==> src/hw/rtl/lusp_pkg.sv <==
// Package for the LU solver with partial pivoting.
// Types, codes and fixed-point helpers shared by lusp_div and the top level.
// No dependencies.
`timescale 1ns / 1ps

package lusp_pkg;

    localparam int N_MAX_DEF     = 16;
    localparam int FRAC_BITS_DEF = 16;
    localparam int WORD_W        = 32;
    localparam int SIZE_W        = 5;
    localparam int THR_W         = 31;
    localparam int CFG_IDX_W     = 1;

    typedef enum logic [1:0] {
        ACT_LOAD_A = 2'd0,
        ACT_LOAD_B = 2'd1,
        ACT_SOLVE  = 2'd2,
        ACT_NONE   = 2'd3
    } action_t;

    typedef enum logic [CFG_IDX_W-1:0] {
        REG_MATRIX_SIZE = 1'b0,
        REG_THRESHOLD   = 1'b1
    } cfg_reg_t;

    localparam logic ST_SOLVED   = 1'b0;
    localparam logic ST_SINGULAR = 1'b1;

    typedef struct packed {
        logic [1:0]               action;
        logic [3:0]               row;
        logic [3:0]               col;
        logic signed [WORD_W-1:0] value;
    } command_t;

    typedef struct packed {
        logic [3:0]               index;
        logic signed [WORD_W-1:0] solution;
        logic                     last;
        logic                     status;
    } result_t;

    typedef enum logic [4:0] {
        S_IDLE,
        S_COPY_RD, S_COPY_WR,
        S_PIV_RD, S_PIV_CMP, S_SWAP1, S_SWAP2, S_SWAP3,
        S_EL_RD, S_EL_GO, S_EL_WAIT,
        S_K_RD_U, S_K_RD_A, S_K_SUB,
        S_DIAG_RD, S_DIAG_CHK,
        S_FW_INIT, S_FW_RD, S_FW_MUL, S_FW_SUB, S_FW_STORE,
        S_BK_INIT, S_BK_RD, S_BK_MUL, S_BK_SUB, S_BK_DRD, S_BK_GO, S_BK_WAIT,
        S_OUT, S_SING
    } state_t;

    function automatic logic [WORD_W-1:0] mag32(input logic signed [WORD_W-1:0] v);
        mag32 = v[WORD_W-1] ? (~v + 1'b1) : v;
    endfunction

    function automatic logic signed [WORD_W-1:0] sat32(input logic signed [63:0] v);
        logic signed [63:0] hi;
        logic signed [63:0] lo;
        hi = 64'sh0000_0000_7FFF_FFFF;
        lo = -64'sh0000_0000_8000_0000;
        if (v > hi)
            sat32 = 32'sh7FFF_FFFF;
        else if (v < lo)
            sat32 = 32'sh8000_0000;
        else
            sat32 = v[WORD_W-1:0];
    endfunction

endpackage

==> src/hw/rtl/lusp_div.sv <==
// Iterative restoring divider: (num * 2^FRAC_BITS) / den, truncated, saturated.
// One quotient bit per cycle. Depends on lusp_pkg.
`timescale 1ns / 1ps

module lusp_div
    import lusp_pkg::*;
#(
    parameter int FRAC_BITS = FRAC_BITS_DEF
)
(
    input  logic                     clk,
    input  logic                     rst_n,
    input  logic                     start,
    input  logic signed [WORD_W-1:0] num,
    input  logic signed [WORD_W-1:0] den,
    output logic                     busy,
    output logic                     done,
    output logic signed [WORD_W-1:0] quot
);

    localparam int NW  = WORD_W + FRAC_BITS;
    localparam int CNW = $clog2(NW + 1);
    localparam logic [NW-1:0] LIM_POS = NW'(64'h7FFF_FFFF);
    localparam logic [NW-1:0] LIM_NEG = NW'(64'h8000_0000);

    logic [NW-1:0]     num_reg;
    logic [NW-1:0]     q_reg;
    logic [WORD_W-1:0] rem_reg;
    logic [WORD_W-1:0] den_reg;
    logic              neg_reg;
    logic [CNW-1:0]    cnt_reg;
    logic              busy_reg;
    logic              done_reg;
    logic signed [WORD_W-1:0] quot_reg;

    logic [WORD_W:0]   trial;
    logic              fits;
    logic [NW-1:0]     q_neg;

    assign trial = {rem_reg, num_reg[NW-1]};
    assign fits  = trial >= {1'b0, den_reg};
    assign q_neg = ~q_reg + 1'b1;

    always_ff @(posedge clk or negedge rst_n)
    begin
        if (!rst_n)
        begin
            busy_reg <= 1'b0;
            done_reg <= 1'b0;
            cnt_reg  <= '0;
        end
        else
        begin
            done_reg <= 1'b0;
            if (start && !busy_reg)
            begin
                busy_reg <= 1'b1;
                cnt_reg  <= CNW'(NW);
            end
            else if (busy_reg)
            begin
                if (cnt_reg == '0)
                begin
                    busy_reg <= 1'b0;
                    done_reg <= 1'b1;
                end
                else
                    cnt_reg <= cnt_reg - 1'b1;
            end
        end
    end

    always_ff @(posedge clk)
    begin
        if (start && !busy_reg)
        begin
            num_reg <= {mag32(num), {FRAC_BITS{1'b0}}};
            den_reg <= mag32(den);
            rem_reg <= '0;
            q_reg   <= '0;
            neg_reg <= num[WORD_W-1] ^ den[WORD_W-1];
        end
        else if (busy_reg)
        begin
            if (cnt_reg != '0)
            begin
                num_reg <= {num_reg[NW-2:0], 1'b0};
                q_reg   <= {q_reg[NW-2:0], fits};
                rem_reg <= fits ? WORD_W'(trial - {1'b0, den_reg}) : trial[WORD_W-1:0];
            end
            else if (neg_reg)
                quot_reg <= (q_reg > LIM_NEG) ? 32'sh8000_0000 : q_neg[WORD_W-1:0];
            else
                quot_reg <= (q_reg > LIM_POS) ? 32'sh7FFF_FFFF : q_reg[WORD_W-1:0];
        end
    end

    assign busy = busy_reg;
    assign done = done_reg;
    assign quot = quot_reg;

endmodule

==> config.mk <==
export PLATFORM = sky130hd
export DESIGN_NAME = lusp_div
export DESIGN_NICKNAME = d
export VERILOG_FILES = /design/src/hw/rtl/lusp_pkg.sv /design/src/hw/rtl/lusp_div.sv
export SDC_FILE = /design/constraint.sdc
export NUM_CORES = 1
export LEC_CHECK = 0
export BUFFER_PORTS_ARGS = -buffer_cell sky130_fd_sc_hd__buf_2
export CAP_MARGIN = 20
export CORE_MARGIN = 2
export CORE_UTILIZATION = 52
export DETAILED_ROUTE_END_ITERATION = 8
export PLACE_DENSITY = 0.71
export SLEW_MARGIN = 10
export SYNTH_ARGS = -nofsm -noshare
export SYNTH_HDL_FRONTEND = slang
export SYNTH_SLANG_ARGS = --single-unit
==> constraint.sdc <==
create_clock -name clk -period 5.7 [get_ports clk]
set_clock_uncertainty 0.05 [all_clocks]
set_input_delay 1.14 -clock clk [delete_from_list [all_inputs] [get_ports clk]]
set_output_delay 1.14 -clock clk [all_outputs]
set_load 0.005 [all_outputs]
* Word level (Yosys, flattened, before mapping)
Cells that the tools add are included.
** Cells by class
- Bitwise operators :: 6
- Reductions and logical operators :: 10
- Order comparisons :: 3
- Eq/ne operators :: 1
- Add/sub/neg operators :: 5
- Multiplexer cells :: 18
** Operators by type and width (count)
- 32-bit two-way mux :: 5
- 48-bit two-way mux :: 3
- 32-bit by 1-bit adder with 32-bit output (second input constant) :: 3
- 32-bit NOT :: 3
- 48-bit by 31-bit greater-than comparator with 1-bit output (second input constant) :: 1
- 48-bit by 32-bit greater-than comparator with 1-bit output (second input constant) :: 1
- 33-bit by 32-bit greater-or-equal comparator with 1-bit output :: 1
- 32-bit subtractor :: 1
- 31-bit two-way mux :: 1
- 6-bit two-way mux :: 3
- 6-bit logical NOT :: 1
- 1-bit two-way mux :: 6
- 2-bit AND reduction :: 3
- 6-bit nonzero test :: 1
- 6-bit by 1-bit subtractor with 6-bit output (second input constant) :: 1
- 2-bit nonzero test :: 2
- 3-bit AND reduction :: 1
- 2-bit by 1-bit inequality test with 1-bit output (second input constant) :: 1
- 1-bit NOT :: 2
- 1-bit logical AND :: 1
- 1-bit logical NOT :: 1
- 1-bit XOR :: 1
** Storage, ports and cells
- Output and inout bits :: 34
- Word-level logic and storage cells :: 53
- Input bits :: 67
- Register bits after elaboration :: 185

* Longest topological paths before layout
- Depth in word-level cells :: 4
- Depth in mapped cells :: 14

* Worst setup path after synthesis
No wires, ideal clock.
- Path type :: input to register
- Start :: in den[5]
- End :: reg den_reg[29] (data pin)
- Stages on the path :: 9
- Setup slack :: 1.658 ns
- Arrival :: 3.730 ns
- Setup time :: 0.262 ns
- Cells stage by stage :: or4_1 > nor3_2 > nand3_1 > or4_1 > nand2b_1 > or3_1 > or3_1 > o31ai_1 > xnor2_1
** Between the ends
- Longest elaborated chain between the ends :: 3
** Ends and longest elaborated chain
- start: declaration :: RTL line lusp_div.sv:15 : input logic signed [WORD_W-1:0] den,
- 32-bit NOT :: RTL line lusp_pkg.sv:57 : mag32 = v[WORD_W-1] ? (~v + 1'b1) : v;
- 32-bit by 1-bit adder with 32-bit output :: RTL line lusp_pkg.sv:57
- 31-bit two-way mux :: RTL line lusp_pkg.sv:57
- end signal: assignment :: RTL line lusp_div.sv:78 : den_reg <= mag32(den);
- end: declaration :: RTL line lusp_div.sv:29 : logic [WORD_W-1:0] den_reg;
Every way passes these cells.
A chain may end at the register's enable or synchronous reset.

* Worst setup path after layout
- Start :: reg q_reg[0]
- End :: reg quot_reg[3], in the netlist quot[3] (data pin)
** Between the ends
- Longest elaborated chain between the ends :: 4
- Elaborated cells between the ends (all ways) :: 7
- Those cells by class :: add/sub (1); order compare (2); mux (3); bitwise (1)
** Ends and longest elaborated chain
- start: declaration :: RTL line lusp_div.sv:27 : logic [NW-1:0] q_reg;
- start signal: assignment :: RTL line lusp_div.sv:88 : q_reg <= {q_reg[NW-2:0], fits};
- 32-bit NOT :: RTL line lusp_div.sv:42 : assign q_neg = ~q_reg + 1'b1;
- 32-bit by 1-bit adder with 32-bit output :: RTL line lusp_div.sv:42
- 32-bit two-way mux :: RTL line lusp_div.sv:92 : quot_reg <= (q_reg > LIM_NEG) ? 32'sh8000_0000 : q_neg[WORD_W-1:0];
- 32-bit two-way mux * :: RTL line lusp_div.sv:91 : else if (neg_reg)
- end signal: assignment :: RTL line lusp_div.sv:92
- end signal: assignment :: RTL line lusp_div.sv:94 : quot_reg <= (q_reg > LIM_POS) ? 32'sh7FFF_FFFF : q_reg[WORD_W-1:0];
- end: declaration :: RTL line lusp_div.sv:34 : logic signed [WORD_W-1:0] quot_reg;
Mark *: on every way between the ends. The rest lies on a longest branch, timed or not.

==> impl_metrics.csv <==
group,metric,value,unit
outcome,status,"finished clean",
cells_and_area,final_layout_size_suffix_gt1_frac,0.129,
clocking,cts_tree,"done",
floorplanning,fp.dieW,147,um
sta,rsz0062_at_grt,"no",
setup_path,critPathLaunchType,"flip-flop",
setup_path,critPathMaxFanout,22,
clocking,ctsHoldBuffers,0,
power_and_ir_drop,cellLeakagePower,4.98,nW
placement,detailed_place_hpwl,15000,um
clocking,h-tree-depth,4,
power_and_ir_drop,power,6.22,mW
grt,antenna_found_initial,0,
grt,grt-ovfl-total,0,
grt,grt_pass1_wl,37500,um
setup_path,critPathArrivalTime,4.45,ns
logic_synthesis,synth_top_area_cell,"edfxtp_1",
clocking,cts.repair.resized,0,
logic_synthesis,synth_nets,1310,
clocking,cts_setup_buffers,0,
logic_synthesis,ys.flop_type,"edfxtp_1",
sta,setup_viol,0,
clocking,clkLatencyLatePin,0.43,ns
setup_path,end_kind,"flip-flop",
sta,hold_violations,0,
grt,grt_pass1_vias,8028,
routing,viasPerCell,5.62,
cells_and_area,area_growth,11.9,%
clocking,cts_root_buffer,"clkbuf_16",
placement,placed_area,11300,um^2
grt,grt_max_degree,91,
clocking,clock-sinks,185,
sta,slew_headroom,0.352,
power_and_ir_drop,ir_drop,288,uV
clocking,clock_path_buffers,2,
routing,routedWlPerCell,14.2,um
logic_synthesis,yosys_warnings,0,
routing,firstDrtPassIters,5,
sta,period_minus_slack,4.28,ns
routing,routed_wl,22100,um
routing,drc,0,
cells_and_area,final_area,11800,um^2
cells_and_area,num_antenna_cells,0,
routing,vias,8732,
power_and_ir_drop,p_per_area,525,nW/um^2
logic_synthesis,synthTopCellsByArea,"edfxtp_1 (28%), dfxtp_1 (15%), nand2_1 (8.6%)",
hold_path,hold_depth,2,
logic_synthesis,netlist_instances,1206,
setup_path,cp_data_required_time,5.88,ns
routing,drt_iter0_drc,672,
clocking,clkTransAtPathRegs,0.07,ns
logic_synthesis,ys_types,68,
setup_path,path_class,"flip-flop to flip-flop",
logic_synthesis,syn_area,10600,um^2
floorplanning,die_area,21500,um^2
sta,fin_crit_sh,0.750,
sta,setup-tns-final,0,ns
logic_synthesis,ys_ff_latch,185,
setup_path,reg2regPathDepth,12,
routing,ant_nets,0,
logic_synthesis,synth_edf_count,97,
floorplanning,std_cell_rows,52,
logic_synthesis,avgSynthCellArea,8.77,um^2
placement,gp_congestion,0.864,
placement,port_buffers,100,
sta,fmax,234,MHz
logic_synthesis,synth-async-reset-ratio,0.0432,
cells_and_area,fin_util,0.589,
floorplanning,initial_utilization,0.526,
floorplanning,fp.coreArea,20100,um^2
cells_and_area,largest_register_ffs,48,
run,drv_cap,0,
clocking,cts_buffers,17,
sta,tightestPinTransition,0.973,ns
floorplanning,top_level_ports,101,
floorplanning,die_h,147,um
cells_and_area,nNetsFinal,1376,
logic_synthesis,synth-seq-area-share,0.446,
hold_path,min_path_type,"flip-flop to flip-flop",
grt,grt_usage,0.208,
logic_synthesis,synth_top_cell_area_share,0.275,
sta,whs,0.406,ns
sta,drv_slew,0,
[final cells by class]
| type | instances | area [um^2] |
|---|---|---|
| Clock inverter | 12 | 92.6 |
| Tap cell | 270 | 338 |
| Timing Repair Buffer | 110 | 596 |
| Clock buffer | 20 | 458 |
| Sequential cell | 185 | 4710 |
| Multi-Input combinational cell | 892 | 5390 |
| Fill cell | 1790 | 8270 |
| Inverter | 66 | 248 |
[synth_stat cells (all sizes together), types with 3 or more instances]
cell type,number
nand2,241
o21ai,103
edfxtp,97
dfxtp,80
nand3,75
inv,66
clkbuf,55
nor2,54
a21oi,45
xor2,44
xnor2,43
ha,36
o311ai,22
or3,20
nor3,19
o31ai,16
a21o,15
a311oi,12
a31oi,12
o41ai,12
nor4,10
or4,9
a211oi,8
buf,8
dfrtp,8
nor3b,8
nand4,7
nor2b,7
and2,6
mux2i,6
o22ai,6
nand2b,5
a21boi,4
nand3b,4
nand4b,4
o21a,4
or2,4
o211ai,3
or3b,3
[worst max-delay path, cell delays in order, from the launching register on]
cell,delay [ns]
dfxtp_1,0.34
inv_1,0.10
ha_1,0.21
nor3b_1,0.27
nand3_1,0.24
nor4_1,0.53
and2_1,0.25
nand4b_1,0.24
o41ai_4,0.56
nand2_1,0.62
o41ai_1,0.44
nand2_1,0.09
o311ai_0,0.10
[worst paths after layout]
| path | from | endpoint | slack [ns] |
|---|---|---|---|
| min reg2reg | q_reg[34] | q_reg[35] | 0.41 |
| max | q_reg[0] | quot[3] | 1.42 |
| max reg2reg | q_reg[0] | quot[3] | 1.42 |
| min | q_reg[34] | q_reg[35] | 0.41 |
| min in group asynchronous | rst_n | done | 0.50 |
| max in group asynchronous | rst_n | cnt_reg[3] | 4.91 |
[logic make-up (layout without fill, tap and decap cells)]
family	count (synthesis)	in the layout	synth area share
mux	6	6	0.00568
fa+ha+maj	37	37	0.0445
buf+inv	129	208	0.0466
simple gates	480	480	0.213
xor+xnor	87	87	0.0720
compound gates	282	282	0.173
flops	185	185	0.446
[routing by layer]
| metal | wire [um] | track usage | vias up | part of all wire |
|---|---|---|---|---|
| met5 | 0 | 0 | - | 0 |
| met4 | 301 | 0.0680 | 0 | 0.014 |
| met3 | 958 | 0.0331 | 20 | 0.043 |
| met2 | 10500 | 0.348 | 216 | 0.48 |
| met1 | 10300 | 0.277 | 4033 | 0.47 |
| li1 | - | - | 4463 | - |
[power breakdown]
part           total (mW)  internal (mW)  switching, mW
Combinational        2.76           1.15           1.61
Sequential           2.36           1.99          0.374
Clock                1.10          0.589          0.509
[layout by cell type (no fill, tap or decap), drive strengths merged, types with 9 or more instances in the layout]
master / n
nor2: 54
o41ai: 12
a21oi: 45
nor4: 10
or3: 20
ha: 36
o21ai: 103
or4: 9
xor2: 44
clkbuf: 20
a311oi: 12
nand2: 241
inv: 69
o311ai: 22
o31ai: 16
nor3: 19
a31oi: 12
nand3: 75
xnor2: 43
a21o: 15
edfxtp: 97
buf: 110
dfxtp: 80
[metrics by stage]
stage	setup slack, ns	instances
6_report	1.42	1555
2_1_floorplan	1.66	1206
5_1_grt	0.911	1555
4_1_cts	1.46	1554
3_3_place_gp	1.28	1522
3_5_place_dp	1.25	1522
No activity file was read; power rests on OpenSTA's default activity.
